### config.mk
export PLATFORM = sky130hd
export DESIGN_NAME = delta_modulation_sample_player_unit
export DESIGN_NICKNAME = d
export VERILOG_FILES = /design/src/design/dmsp_pkg.sv /design/src/design/dmsp_cfg.sv /design/src/design/dmsp_core.sv /design/src/design/delta_modulation_sample_player_unit.sv
export SDC_FILE = /design/constraint.sdc
export NUM_CORES = 1
export LEC_CHECK = 0
export BUFFER_PORTS_ARGS = -buffer_cell sky130_fd_sc_hd__buf_2
export CAP_MARGIN = 15
export CORE_UTILIZATION = 35
export DETAILED_ROUTE_END_ITERATION = 16
export GPL_ROUTABILITY_DRIVEN = 0
export SLEW_MARGIN = 5
export SYNTH_ARGS = -nofsm -noshare
export SYNTH_HDL_FRONTEND = slang
export SYNTH_SLANG_ARGS = --single-unit
### constraint.sdc
create_clock -name clk_i -period 4.4 [get_ports clk_i]
set_input_delay 0.22 -clock clk_i [delete_from_list [all_inputs] [get_ports clk_i]]
set_output_delay 0.22 -clock clk_i [all_outputs]
set_load 0.01 [all_outputs]
### src/design/dmsp_pkg.sv
// Shared types, codes and constants of the delta-modulation sample player.
package dmsp_pkg;

  // Word kinds carried on the input tuser
  typedef enum logic [2:0] {
    MODE_TICK      = 3'd0,
    MODE_ENABLE    = 3'd1,
    MODE_IRQ_CLEAR = 3'd2,
    MODE_FETCH     = 3'd3,
    MODE_LEVEL     = 3'd4
  } mode_e;

  // Configuration register indexes
  localparam int unsigned CfgIdxW = 3;
  localparam logic [CfgIdxW-1:0] CFG_RATE  = 3'd0;
  localparam logic [CfgIdxW-1:0] CFG_LOOP  = 3'd1;
  localparam logic [CfgIdxW-1:0] CFG_IRQ   = 3'd2;
  localparam logic [CfgIdxW-1:0] CFG_START = 3'd3;
  localparam logic [CfgIdxW-1:0] CFG_COUNT = 3'd4;
  localparam int unsigned CfgDataW = 16;

  localparam logic [15:0] ADDR_LAST = 16'hFFFF;
  localparam logic [15:0] ADDR_WRAP = 16'h8000;
  localparam logic [15:0] START_RST = 16'hC000;
  localparam logic [11:0] COUNT_RST = 12'd1;
  localparam logic [6:0]  LEVEL_TOP = 7'd125;
  localparam logic [6:0]  LEVEL_LOW = 7'd2;
  localparam logic [3:0]  BITS_FULL = 4'd7;

  localparam int unsigned InDataW  = 16;
  localparam int unsigned OutDataW = 32;

  typedef struct packed {
    logic [3:0]  rate_index;
    logic        loop_enable;
    logic        irq_enable;
    logic [15:0] start_address;
    logic [11:0] sample_byte_count;
  } cfg_t;

  typedef struct packed {
    logic                 we;
    logic [CfgIdxW-1:0]   index;
    logic [CfgDataW-1:0]  data;
  } cfg_wr_t;

  typedef struct packed {
    mode_e      mode;
    logic       enable_value;
    logic [7:0] data_byte;
  } item_t;

  typedef struct packed {
    logic        bytes_active;
    logic [15:0] fetch_address;
    logic        fetch_request;
    logic        irq_line;
    logic [6:0]  level;
  } result_t;

  // Divider period for each rate index
  function automatic logic [8:0] rate_period(input logic [3:0] idx);
    logic [8:0] p;
    case (idx)
      4'd0:    p = 9'd428;
      4'd1:    p = 9'd380;
      4'd2:    p = 9'd340;
      4'd3:    p = 9'd320;
      4'd4:    p = 9'd286;
      4'd5:    p = 9'd254;
      4'd6:    p = 9'd226;
      4'd7:    p = 9'd214;
      4'd8:    p = 9'd190;
      4'd9:    p = 9'd160;
      4'd10:   p = 9'd142;
      4'd11:   p = 9'd128;
      4'd12:   p = 9'd106;
      4'd13:   p = 9'd84;
      4'd14:   p = 9'd72;
      default: p = 9'd54;
    endcase
    return p;
  endfunction

  // Move the level by two in the direction of the bit, clamped at the rails
  function automatic logic [6:0] level_step(input logic [6:0] lvl, input logic bit_v);
    logic [6:0] r;
    r = lvl;
    if (bit_v && lvl <= LEVEL_TOP) begin
      r = lvl + 7'd2;
    end else if (!bit_v && lvl >= LEVEL_LOW) begin
      r = lvl - 7'd2;
    end
    return r;
  endfunction

endpackage

### src/design/dmsp_cfg.sv
// Configuration register file of the delta-modulation sample player.
module dmsp_cfg (
  input  logic             clk_i,
  input  logic             rst_ni,
  input  dmsp_pkg::cfg_wr_t wr_i,
  output dmsp_pkg::cfg_t   cfg_o
);

  dmsp_pkg::cfg_t cfg_q;

  // Latch a register on a write to its index
  always_ff @(posedge clk_i or negedge rst_ni) begin
    if (!rst_ni) begin
      cfg_q.rate_index        <= 4'd0;
      cfg_q.loop_enable       <= 1'b0;
      cfg_q.irq_enable        <= 1'b0;
      cfg_q.start_address     <= dmsp_pkg::START_RST;
      cfg_q.sample_byte_count <= dmsp_pkg::COUNT_RST;
    end else if (wr_i.we) begin
      unique case (wr_i.index)
        dmsp_pkg::CFG_RATE:  cfg_q.rate_index        <= wr_i.data[3:0];
        dmsp_pkg::CFG_LOOP:  cfg_q.loop_enable       <= wr_i.data[0];
        dmsp_pkg::CFG_IRQ:   cfg_q.irq_enable        <= wr_i.data[0];
        dmsp_pkg::CFG_START: cfg_q.start_address     <= wr_i.data[15:0];
        dmsp_pkg::CFG_COUNT: cfg_q.sample_byte_count <= wr_i.data[11:0];
        default: ;
      endcase
    end
  end

  assign cfg_o = cfg_q;

endmodule

### src/design/dmsp_core.sv
// Channel state and its update for one input word.
module dmsp_core (
  input  logic              clk_i,
  input  logic              rst_ni,
  input  logic              fire_i,
  input  dmsp_pkg::item_t   item_i,
  input  dmsp_pkg::cfg_t    cfg_i,
  input  dmsp_pkg::cfg_wr_t wr_i,
  output dmsp_pkg::result_t result_o
);

  logic [6:0]  level_q, level_d;
  logic [7:0]  shift_q, shift_d;
  logic [3:0]  bits_q, bits_d;
  logic        silenced_q, silenced_d;
  logic [15:0] raddr_q, raddr_d;
  logic [11:0] bytes_q, bytes_d;
  logic [8:0]  div_q, div_d;
  logic        enabled_q, enabled_d;
  logic        irq_q, irq_d;
  logic        await_q, await_d;

  // Next state for a config write or an accepted word
  always_comb begin
    level_d    = level_q;
    shift_d    = shift_q;
    bits_d     = bits_q;
    silenced_d = silenced_q;
    raddr_d    = raddr_q;
    bytes_d    = bytes_q;
    div_d      = div_q;
    enabled_d  = enabled_q;
    irq_d      = irq_q;
    await_d    = await_q;

    if (wr_i.we) begin
      // rate write reloads the divider; irq disable drops the pending flag
      if (wr_i.index == dmsp_pkg::CFG_RATE) begin
        div_d = dmsp_pkg::rate_period(wr_i.data[3:0]);
      end
      if (wr_i.index == dmsp_pkg::CFG_IRQ && !wr_i.data[0]) begin
        irq_d = 1'b0;
      end
    end else if (fire_i) begin
      case (item_i.mode)
        dmsp_pkg::MODE_TICK: begin
          if (enabled_q && !await_q) begin
            if (div_q == 9'd0) begin
              div_d = dmsp_pkg::rate_period(cfg_i.rate_index);
              if (bits_q != 4'd0) begin
                // shift one bit out and apply it
                bits_d  = bits_q - 4'd1;
                shift_d = {1'b0, shift_q[7:1]};
                if (!silenced_q) begin
                  level_d = dmsp_pkg::level_step(level_q, shift_q[0]);
                end
              end else if (bytes_q == 12'd0 && !cfg_i.loop_enable) begin
                // sample over: go silent, drain one bit
                if (cfg_i.irq_enable) begin
                  irq_d = 1'b1;
                end
                silenced_d = 1'b1;
                bits_d     = dmsp_pkg::BITS_FULL;
                shift_d    = {1'b0, shift_q[7:1]};
              end else if (bytes_q == 12'd0) begin
                // loop: restart and request the first byte
                raddr_d = cfg_i.start_address;
                bytes_d = (cfg_i.sample_byte_count != 12'd0)
                          ? cfg_i.sample_byte_count - 12'd1 : 12'd0;
                await_d = 1'b1;
              end else begin
                bytes_d = bytes_q - 12'd1;
                await_d = 1'b1;
              end
            end else begin
              div_d = div_q - 9'd1;
            end
          end
        end
        dmsp_pkg::MODE_ENABLE: begin
          enabled_d = item_i.enable_value;
          if (!item_i.enable_value) begin
            bytes_d = 12'd0;
          end else if (bytes_q == 12'd0) begin
            raddr_d = cfg_i.start_address;
            bytes_d = cfg_i.sample_byte_count;
          end
        end
        dmsp_pkg::MODE_IRQ_CLEAR: irq_d = 1'b0;
        dmsp_pkg::MODE_FETCH: begin
          if (await_q) begin
            // load the fetched byte and apply its first bit
            await_d    = 1'b0;
            shift_d    = {1'b0, item_i.data_byte[7:1]};
            raddr_d    = (raddr_q == dmsp_pkg::ADDR_LAST) ? dmsp_pkg::ADDR_WRAP
                                                          : raddr_q + 16'd1;
            silenced_d = 1'b0;
            bits_d     = dmsp_pkg::BITS_FULL;
            level_d    = dmsp_pkg::level_step(level_q, item_i.data_byte[0]);
          end
        end
        dmsp_pkg::MODE_LEVEL: level_d = item_i.data_byte[6:0];
        default: ;
      endcase
    end
  end

  // Hold channel state
  always_ff @(posedge clk_i or negedge rst_ni) begin
    if (!rst_ni) begin
      level_q    <= 7'd0;
      shift_q    <= 8'd0;
      bits_q     <= 4'd0;
      silenced_q <= 1'b1;
      raddr_q    <= 16'd0;
      bytes_q    <= 12'd0;
      div_q      <= 9'd0;
      enabled_q  <= 1'b0;
      irq_q      <= 1'b0;
      await_q    <= 1'b0;
    end else begin
      level_q    <= level_d;
      shift_q    <= shift_d;
      bits_q     <= bits_d;
      silenced_q <= silenced_d;
      raddr_q    <= raddr_d;
      bytes_q    <= bytes_d;
      div_q      <= div_d;
      enabled_q  <= enabled_d;
      irq_q      <= irq_d;
      await_q    <= await_d;
    end
  end

  // Result reflects the state after this word
  assign result_o.level         = level_d;
  assign result_o.irq_line      = irq_d;
  assign result_o.fetch_request = await_d;
  assign result_o.fetch_address = await_d ? raddr_d : 16'd0;
  assign result_o.bytes_active  = (bytes_d != 12'd0);

endmodule

### src/design/delta_modulation_sample_player_unit.sv
// Top level of the delta-modulation sample player: stream ports, input and result registers.
// Each input word (tick, enable write, interrupt clear, fetch reply or level load) yields
// exactly one result word with the level, interrupt line, pending fetch request and address,
// and a bytes-active flag. One word is taken every clock cycle while the result side is not
// stalling; a word's result passes through an input register, the state update and a result
// register. A fetch request is answered by sending a fetch-reply word with the
// byte; ticks are ignored until then. Configuration writes are taken at once, one per cycle,
// and are meant to be issued while no word is in flight.
module delta_modulation_sample_player_unit (
  input  logic        clk_i,
  input  logic        rst_ni,
  // configuration write port
  input  logic        cfg_we_i,
  input  logic [2:0]  cfg_index_i,
  input  logic [15:0] cfg_data_i,
  // input words
  input  logic        s_axis_tvalid,
  output logic        s_axis_tready,
  input  logic [15:0] s_axis_tdata,  // [0] enable_value, [8:1] data_byte, [15:9] zero
  input  logic [2:0]  s_axis_tuser,  // [2:0] mode
  // result words
  output logic        m_axis_tvalid,
  input  logic        m_axis_tready,
  output logic [31:0] m_axis_tdata   // [6:0] level, [7] irq_line, [8] fetch_request,
                                     // [24:9] fetch_address, [25] bytes_active, [31:26] zero
);

  dmsp_pkg::cfg_t    cfg;
  dmsp_pkg::cfg_wr_t wr;
  dmsp_pkg::item_t   item_q;
  dmsp_pkg::result_t result;
  dmsp_pkg::result_t out_q;
  logic              in_valid_q;
  logic              out_valid_q;
  logic              advance;
  logic              fire;

  assign wr.we    = cfg_we_i;
  assign wr.index = cfg_index_i;
  assign wr.data  = cfg_data_i;

  // Pipeline moves when the result register is free or being drained
  assign advance       = !out_valid_q || m_axis_tready;
  assign fire          = in_valid_q && advance;
  assign s_axis_tready = !in_valid_q || advance;

  // Capture an input word
  always_ff @(posedge clk_i or negedge rst_ni) begin
    if (!rst_ni) begin
      in_valid_q <= 1'b0;
    end else if (s_axis_tvalid && s_axis_tready) begin
      in_valid_q <= 1'b1;
    end else if (advance) begin
      in_valid_q <= 1'b0;
    end
  end

  always_ff @(posedge clk_i) begin
    if (s_axis_tvalid && s_axis_tready) begin
      item_q.mode         <= dmsp_pkg::mode_e'(s_axis_tuser);
      item_q.enable_value <= s_axis_tdata[0];
      item_q.data_byte    <= s_axis_tdata[8:1];
    end
  end

  dmsp_cfg u_cfg (
    .clk_i  (clk_i),
    .rst_ni (rst_ni),
    .wr_i   (wr),
    .cfg_o  (cfg)
  );

  dmsp_core u_core (
    .clk_i    (clk_i),
    .rst_ni   (rst_ni),
    .fire_i   (fire),
    .item_i   (item_q),
    .cfg_i    (cfg),
    .wr_i     (wr),
    .result_o (result)
  );

  // Hold the result word until taken
  always_ff @(posedge clk_i or negedge rst_ni) begin
    if (!rst_ni) begin
      out_valid_q <= 1'b0;
    end else if (advance) begin
      out_valid_q <= in_valid_q;
    end
  end

  always_ff @(posedge clk_i) begin
    if (fire) begin
      out_q <= result;
    end
  end

  assign m_axis_tvalid = out_valid_q;
  assign m_axis_tdata  = {6'd0, out_q};

endmodule

# After elaboration in Yosys (flattened, before gate mapping)
# Memory sizes are Yosys's and may differ from the RTL's.
# Index checks and enable logic that the tools add are counted.
[totals] regBits=134 rom_bits=256 n_memories=2
[memory_table] name="(name not given)" words=16 width=8 read_ports=1 rd_clocked_by_memory_dff=0 write_ports=0 line="dmsp_pkg.sv:64" rtl="case (idx)"
[memory_table] name="(name not given)" words=16 width=8 read_ports=1 rd_clocked_by_memory_dff=0 write_ports=0 line="dmsp_pkg.sv:64"
[classes] n_addsub=7 n_lt_le_gt_ge=2 eq_ne=16 muxes=76 n_bitwise=1 reduce_logical=39
[ops] cell="16-bit two-way mux" count=10
[ops] cell="12-bit two-way mux" count=10
[ops] cell="7-bit two-way mux" count=11
[ops] cell="9-bit two-way mux" count=6
[ops] cell="16-bit one-hot mux with 3 select lines" count=1
[ops] cell="8-bit two-way mux" count=5
[ops] cell="12-bit one-hot mux with 2 select lines" count=1
[ops] cell="12-bit nonzero test" count=2
[ops] cell="12-bit by 1-bit subtractor with 12-bit output, second input constant" count=2
[ops] cell="1-bit two-way mux" count=21
[ops] cell="7-bit one-hot mux with 3 select lines" count=1
[ops] cell="4-bit two-way mux" count=5
[ops] cell="16-bit by 1-bit adder with 16-bit output, second input constant" count=1
[ops] cell="16-bit equality test, second input constant" count=1
[ops] cell="8-bit one-hot mux with 2 select lines" count=1
[ops] cell="3-bit by 2-bit equality test with 1-bit output, second input constant" count=4
[ops] cell="12-bit logical NOT" count=1
[ops] cell="2-bit by 1-bit inequality test with 1-bit output, second input constant" count=5
[ops] cell="2-bit AND reduction" count=5
[ops] cell="2-bit nonzero test" count=5
[ops] cell="1-bit logical AND" count=9
[ops] cell="9-bit logical NOT" count=1
[ops] cell="9-bit by 1-bit subtractor with 9-bit output, second input constant" count=1
[ops] cell="4-bit one-hot mux with 2 select lines" count=1
[ops] cell="other kinds (19)" count=31

# Longest topological paths before layout
# Gate-level depths: netlist of the first run.
[depth] ltp_word=11 mapped_depth=12 mapped_depth_nobuf=9

# Cells and area by module
# Synthesis of the first run repeated with hierarchy kept, for this count alone.
[hier_totals] cells_unflattened=848 area_unflattened_um2=8086.5
[by_module_without_submodules] module="dmsp_core" n_inst=1 cells_each=720 area_per_inst_um2=5408.9
[by_module_without_submodules] module="dmsp_cfg" n_inst=1 cells_each=75 area_per_inst_um2=1383.8
[by_module_without_submodules] module="delta_modulation_sample_player_unit" n_inst=1 cells_each=53 area_per_inst_um2=1293.7

# Worst setup path after synthesis of the first run
# Ideal clock, no wire load.
[synth_path] path_type="flip-flop to flip-flop" start="register u_core.bytes_q[0]" end="register out_q, in the netlist m_axis_tdata[25] (data pin)" setup_ns=0.272 t_arrival_ns=2.797 required_time_ns=4.128 path_slack_ns=1.332 stages_incl_launch_ff=10 n_path_buf=0 period_less_slack_ns=3.068 cell_sequence="dfrtp_1 inv_1 ha_1 or4b_4 nor4_1 xnor2_1 o22ai_1 a22o_1 or4_1 or4_1"
[synth_lines] element="from (decl)" line="dmsp_core.sv:17" rtl="logic [11:0] bytes_q, bytes_d;"
[synth_lines] element="from (signal assigned)" line="dmsp_core.sv:127" rtl="bytes_q <= bytes_d;"
[synth_lines] element="to (signal assigned)" line="delta_modulation_sample_player_unit.sv:94" rtl="out_q <= result;"
[synth_lines] element="to (decl)" line="delta_modulation_sample_player_unit.sv:32" rtl="dmsp_pkg::result_t out_q;"

==> metrics.md, run 1 <==
| Metric | Value |
|---|---|
| Crit path capture | m_axis_tdata[25] |
| Area Growth Syn to Fin | 16.3% |
| Area share of the largest cell type after synthesis | 28.4% |
| Initial Utilization | a little over a third |
| Chip Height | between 150 and 200 microns |
| Die width | 153 microns |
| Reg-to-Reg End | m_axis_tdata[25] |
| Fin. max-slew vios | 0 |
| Initial antenna violation count | 0 |
| Post-Syn Area per Cell | about 9.4 sq um |
| Period minus WS final | between 3 and 4 ns |
| Clk Latency, worst-skew pair | about 0.43 ns |
| Number of remaining DRC errors | 0 |
| Crit-path cells | inv_1, ha_1, nor2b_1, and4_1, o22ai_1, a22o_1, or4_1, or4_1 |
| Reg-to-reg slack, setup | a little under 0.8 ns |
| Hold depth | 2 |
| Fin Hold WS | between 0.02 and 0.025 ns |
| Peak supply drop | 231 uV |
| Final non-filler cell total | between 1000 and 1500 |
| Asr flop ratio synth | a little under three quarters |
| First-pass iteration count of the detailed router | 7 |
| Worst setup path start | u_core.bytes_q[0] |
| Worst slew pin tran | 1.06 ns |
| Tcrit/Tclk final | about four fifths |
| Synth Flop Type | dfrtp_1 |
| CP Class | reg -> reg |
| CP most frequent cell | or4_1 |
| Clk slew on worst S/H paths | ~0.060 ns |
| Max_slew headroom | between 20 and 30% |
| Drt initial violations | about 600 |
| Synth cell types | 80 |
| Synth area leaders | dfrtp_1 28%, edfxtp_1 14%, o21ai_0 4.4%, nand2_1 4.3%, mux2_2 3.4% |
| R2R cell count | 8 |
| Max Fclk | ~0.28 GHz |
| Placed Instances | roughly 1200 |
| TritonCTS Sinks | roughly 130 |
| Area leader, netlist | dfrtp_1 |
| Core box area | 0.0226 sq mm |
| Setup TNS | 0 ns |
| I/O pin count | slightly below 80 |
| ANT nets after route | 0 |
| Fin area | roughly 0.0093 sq mm |
| Status | finished, final reports clean |
| CTS Buf Count | 17 |
| Cts repair resizes | 0 |
| DP Wirelength | 15600 microns |
| Max-cap violation count | 0 |
| Fillers | 2222 |
| Grt ovf | 0 |
| Largest net degree at the start of global routing | 60 |
| Cell Area, Synth | between 0.008 and 0.009 sq mm |
| Critical path capture point type | flip-flop |
| First-pass GRT wire length | 35500 microns |
| Ant diodes | 0 |
| Required @ worst endpoint | about 4.6 ns |
| Endpoints failing hold | 0 |
| Nets | 989 |
| Final Skew | 0.0131 ns |
| Clock root cell | clkbuf_16 |
| Arr. time, crit path | around 3.8 ns |
| Vias in the first global route | approximately 6500 |
| Post-synthesis cell count | 857 |
| Worst-path maximum fanout | 18 |
| Vias/cell | between 5 and 6 |
| Post-synth top cells | 91 x dfrtp_1, 91 x nand2_1, 71 x o21ai_0 |
| Pwr/cell area | between 400 and 500 mW/mm^2 |
| Number of port buffers | 63 |
| Instance area at placement | approximately 0.0086 sq mm |
| Yosys Warn Count | 0 |
| RSZ-0062 raised after global routing | false |
| Max stage delay on crit path | 0.71 ns |
| Worst Hold Class | in -> reg |
| Final WL | ~22000 microns |
| Clk buf depth | 2 |
| Pre-CTS setup slack | 0.844 ns |
| Ratio of cells with drive above 1 in the final layout | around 18% |
| #FFs+latches synth | approximately 130 |
| Die area | about 0.024 sq mm |
| WL/cell | 18.1 microns |
| Overall Global Routing Usage | about 19% |
| CP startpoint kind | flip-flop |
| Setup ws final | 0.794 ns |
| CTS tree | built |
| Vias | between 6000 and 7000 |
| H-Tree Depth | 4 |
| EDFF count, synth | 38 |
| R2r startpoint | u_core.bytes_q[0] |
| Setup-failing EPs final | 0 |
| Sequential share of the synthesized area | a little over two fifths |
| CP max-delay cell | and4_1 |
| Std-Cell Rows | 55 |
| Leakage Power | approximately 3.7 nW |
worst min-delay path by stage:
stage                 endpoint  slack [ns]           start
4_1_cts             in_valid_q        0.02   s_axis_tvalid
3_5_place_dp   u_cfg.cfg_o[24]        0.36          rst_ni
5_1_grt        u_cfg.cfg_o[24]        0.03  cfg_data_i[12]
6_report            in_valid_q        0.02   s_axis_tvalid
2_1_floorplan       in_valid_q       -0.08          rst_ni
3_3_place_gp   u_cfg.cfg_o[24]        0.37          rst_ni
layer usage:
layer / part of all wire, % / routed length [microns] / track usage, %
met1: 46 / 10200 / 26.9
met2: 46 / 10200 / 30.2
met3: 5.2 / 1150 / 3.23
met4: 2.6 / 573 / 7.43
met5: 0 / 0 / 0
cell type report:
class                           instances  area (sq um)  share of cell area [%]
Multi-Input combinational cell        646          4140                    44.4
Sequential cell                       133          3520                    37.8
Timing Repair Buffer                   91           567                    6.08
Clock buffer                           20           479                    5.14
Tap cell                              285           357                    3.82
Inverter                               37           139                    1.49
Clock inverter                         12           116                    1.25
power by group:
group / internal, W / switching [W]
clock network: 0.000852 / 0.000590
registers: 0.00146 / 0.000248
logic: 0.000515 / 0.000691
registers in the layout, indices dropped and copies added (netlist names), 4 cells and up:
register,count
u_core.level_q,7
u_core.shift_q,7
u_core.raddr_q,16
u_cfg.cfg_o,34
u_core.div_q,9
item_q,12
m_axis_tdata,26
u_core.bits_q,4
u_core.bytes_q,12
what timing repair did:
action                                 4_1_cts  5_1_grt
endpoints found under the hold margin       67        0
setup buffers                                0        0
hold buffers                                13        0
cell families (layout without fill, tap and decap cells):
group                    after synthesis  in the layout  synth area share (%)
AND/OR/NAND/NOR                      321            321                  21.6
buffers and inverters                 83            160                  4.68
multiplexers                          32             32                  4.68
flip-flops                           133            133                  43.9
adder cells (fa/ha/maj)               20             20                  3.12
AO/OA/AOI/OAI                        243            243                  19.3
XOR/XNOR                              24             24                  2.62
other                                  1              6                0.0468
worst max-delay path, delay by kind of cell, from the launching register on:
family                     cells  cell delay (ns)
AOI/OAI and AO/OA              2             0.41
adders and majority gates      1             0.20
buffers and inverters          1             0.14
DFF                            1             0.42
and+or+nand+nor                4             2.18
metrics by stage:
step | utilization (%) | power [W]
after floorplan | - | 0.00260
after global placement | 38.0 | 0.00288
after detailed placement | 38.0 | 0.00290
after CTS | 41.2 | 0.00436
after global routing | 41.3 | 0.00459
final | 41.3 | 0.00436
cell usage in the layout (no fill, tap or decap), types with 24 or more instances in the layout:
master,instances
dfrtp_1,91
inv_1,37
a21oi_1,45
mux2_2,24
buf_2,62
nand3_1,25
edfxtp_1,38
nand2_1,91
nor2_1,67
o21ai_0,71
Note: power is estimated with default switching activity, not from simulation.
==> inputs of run 2 (changes only) <==
--- a/config.mk
+++ b/config.mk
@@ -5,6 +5,7 @@
 export SDC_FILE = /design/constraint.sdc
 export NUM_CORES = 1
 export LEC_CHECK = 0
+export ABC_AREA = 1
 export BUFFER_PORTS_ARGS = -buffer_cell sky130_fd_sc_hd__buf_2
 export CAP_MARGIN = 15
 export CORE_UTILIZATION = 35
==> constraint.sdc (replaced) <==
create_clock -name clk_i -period 3.4 [get_ports clk_i]
set_input_delay 0.17 -clock clk_i [delete_from_list [all_inputs] [get_ports clk_i]]
set_output_delay 0.17 -clock clk_i [all_outputs]
set_load 0.01 [all_outputs]
==> run 2 against run 1 <==
Clock power up 41%. Sequential share of layout area down 3.1 points. Routed wire length up 6.2%. Fmax up 37%. Clock skew down 0.0030 ns. Cell count up 32%. Synthesized cell count up 39%. Critical endpoint unchanged. Largest cell class unchanged. Largest power group unchanged.
==> metrics.md, run 2 <==
| Metric | Value |
|---|---|
| Sequential share of the synthesized area | about two fifths |
| R2R cell count | 12 |
| Ratio of cells with drive above 1 in the final layout | 12.1% |
| Required @ worst endpoint | 3.56 ns |
| Asr flop ratio synth | between 70% and 80% |
| Worst-path maximum fanout | 11 |
| Nets | 1343 |
| Setup TNS | 0 ns |
| Fillers | approximately 2500 |
| Area share of the largest cell type after synthesis | between 20% and 30% |
| HP Start | cfg_data_i[5] |
| Final Skew | between 0.01 and 0.015 ns |
| Worst slew pin tran | 0.840 ns |
| Area Growth Syn to Fin | 17.9% |
| Total power draw | around 0.0066 W |
| CTS tree | built |
| Status | finished, final reports clean |
| I/O pin count | 77 |
| H-Tree Depth | 4 |
| CP most frequent cell | nand2_1 |
| Most frequent cell after synthesis | nand2_1 |
| Setup repair bufs after CTS | 0 |
| Fin area | roughly 0.010 sq mm |
| Peak supply drop | between 300 and 400 uV |
| Worst Hold Class | in -> reg |
| Cell Area, Synth | 0.00861 sq mm |
| Instance area at placement | 0.00928 sq mm |
| Final non-filler cell total | around 1600 |
| WL/cell | 14.6 microns |
| CTS Buf Count | 17 |
| Initial antenna violation count | 0 |
| EDFF count, synth | 38 |
| Critical path capture point type | flip-flop |
| Clk slew on worst S/H paths | around 0.07 ns |
| Leakage Power | between 4 and 5 nW |
| Clk buf depth | 2 |
| Crit path buf inv count | 1 |
| Period minus WS final | ~2.6 ns |
| CP startpoint kind | flip-flop |
| Setup-failing EPs final | 0 |
| Max reg flops | 34 |
| Clk Latency, worst-skew pair | ~0.43 ns |
| Vias in the first global route | around 7600 |
| First-pass GRT wire length | approximately 39000 microns |
| Most common cell after layout, fill and taps aside | nand2_1 |
| Initial Utilization | a little over a third |
| Fin. max-slew vios | 0 |
| Placed Instances | roughly 1600 |
| ANT nets after route | 0 |
| RSZ-0062 raised after global routing | false |
| Post-synth top cells | 327 x nand2_1, 160 x inv_1, 112 x nor2_1 |
| Hold depth | 3 |
| Vias/cell | approximately 4.9 |
| CP max-delay cell | dfrtp_1 |
| Area leader, netlist | dfrtp_1 |
| Fin Hold WS | ~0.016 ns |
| Number of remaining DRC errors | 0 |
| Synth area leaders | dfrtp_1 26%, nand2_1 14%, edfxtp_1 13%, inv_1 7.0%, o21ai_0 6.3% |
| Hold path endpoint | u_cfg.cfg_o[5] |
| Max Fclk | around 0.38 GHz |
| Max_slew headroom | 44.0% |
| TritonCTS Sinks | approximately 130 |
| Grt ovf | 0 |
| Die width | roughly 160 microns |
| Chip Height | roughly 160 microns |
| Clock root cell | clkbuf_16 |
| Commonest cells after routing, fill and taps aside | 327 x nand2_1, 160 x inv_1, 112 x nor2_1 |
| Ant diodes | 0 |
| Post-synthesis cell count | about 1200 |
| Arr. time, crit path | 2.79 ns |
| #FFs+latches synth | roughly 130 |
| Max stage delay on crit path | 0.46 ns |
| Tcrit/Tclk final | roughly 77% |
| Max-cap violation count | 0 |
| Yosys Warn Count | 0 |
| Reg-to-reg slack, setup | around 0.77 ns |
| Synth Flop Type | dfrtp_1 |
| Drt initial violations | approximately 580 |
| DP Wirelength | between 15000 and 20000 microns |
| Reg-to-Reg End | m_axis_tdata[25] |
| Overall Global Routing Usage | about 19% |
| Die area | approximately 0.025 sq mm |
| Vias | 7955 |
| Synth cell types | 51 |
| Number of port buffers | 63 |
| CP Class | reg -> reg |
| Post-Syn Area per Cell | between 7 and 8 sq um |
| Core box area | 0.0242 sq mm |
| Top Family by Delay on Critical Path | simple AND/OR/NAND/NOR gates |
| Crit-path cells | nor2_2, nand2_1, nor2_2, nand2_1, buf_4, nor2_1, o21ai_0, nand3b_1, nand2_1, nand2_1, nor2_1, nand3_1 |
| Largest net degree at the start of global routing | 64 |
| First-pass iteration count of the detailed router | 5 |
| R2r startpoint | u_core.bytes_q[6] |
| Endpoints failing hold | 0 |
| Final WL | around 24000 microns |
| Cts repair resizes | 0 |
| Std-Cell Rows | 57 |
| Pwr/cell area | approximately 650 mW/mm^2 |
| CTS Hold Bufs | 19 |
[run 2: changes by cell type after synthesis, moves of 18 or more]
cell,previous run,this run
mux2_2,24,4
o21ai_0,71,108
nand2_1,91,327
inv_1,37,160
nor2_1,67,112
and2_1,18,0
nand3_1,25,92
[run 2: cell type report]
| class | count | area [sq um] | share of cell area, % |
|---|---|---|---|
| Clock buffer | 19 | 453 | 4.46 |
| Clock inverter | 13 | 195 | 1.92 |
| Sequential cell | 133 | 3520 | 34.7 |
| Tap cell | 324 | 405 | 3.99 |
| Timing Repair Buffer | 102 | 678 | 6.68 |
| Inverter | 168 | 631 | 6.21 |
| Multi-Input combinational cell | 858 | 4260 | 42.0 |
[run 2: logic make-up (layout without fill, tap and decap cells)]
group / count (synthesis) / after routing / share of synthesized area, %
buf+inv: 207 / 302 / 9.74
fa+ha+maj: 20 / 20 / 2.91
other cells: 1 / 6 / 0.0436
simple gates: 594 / 594 / 29.6
flops: 133 / 133 / 40.9
mux: 4 / 4 / 0.523
xor+xnor: 23 / 23 / 2.34
compound gates: 211 / 211 / 13.9
[run 2: per-layer routing]
metal,track usage [%],vias up,share of wire (%)
met3,3.24,21,4.6
met1,25.2,3671,46
met5,0,-,0
li1,-,4061,-
met4,6.35,0,1.8
met2,32.5,202,47
[run 2: metrics by stage]
step	util (%)	setup slack, ns
after global placement	38.3	0.841
final	41.9	0.768
after global routing	41.9	0.565
after CTS	41.7	0.791
after detailed placement	38.3	0.813
after floorplan	-	1.24
[run 2: worst min-delay path, stage by stage]
cell	delay, ns
buf_2	0.10
inv_1	0.06
o21ai_0	0.08
[run 2: how the worst max path moves through the flow]
stage	from	to	slack, ns	cells past startpoint
final	u_core.bytes_q[6]	m_axis_tdata[25]	0.77	12
after global routing	u_core.bytes_q[0]	m_axis_tdata[25]	0.57	14
after CTS	u_core.bytes_q[0]	m_axis_tdata[25]	0.79	13
after detailed placement	u_core.bytes_q[0]	m_axis_tdata[25]	0.81	13
after global placement	u_core.bytes_q[0]	m_axis_tdata[25]	0.84	14
after floorplan	u_core.div_q[0]	m_axis_tdata[18]	1.24	12
[run 2: where the power goes]
part	internal (W)	switching [W]	leakage, nW
Clock	0.00128	0.000756	0.307
Combinational	0.000768	0.00128	3.00
Sequential	0.00212	0.000437	1.50
Total	0.00416	0.00247	4.81
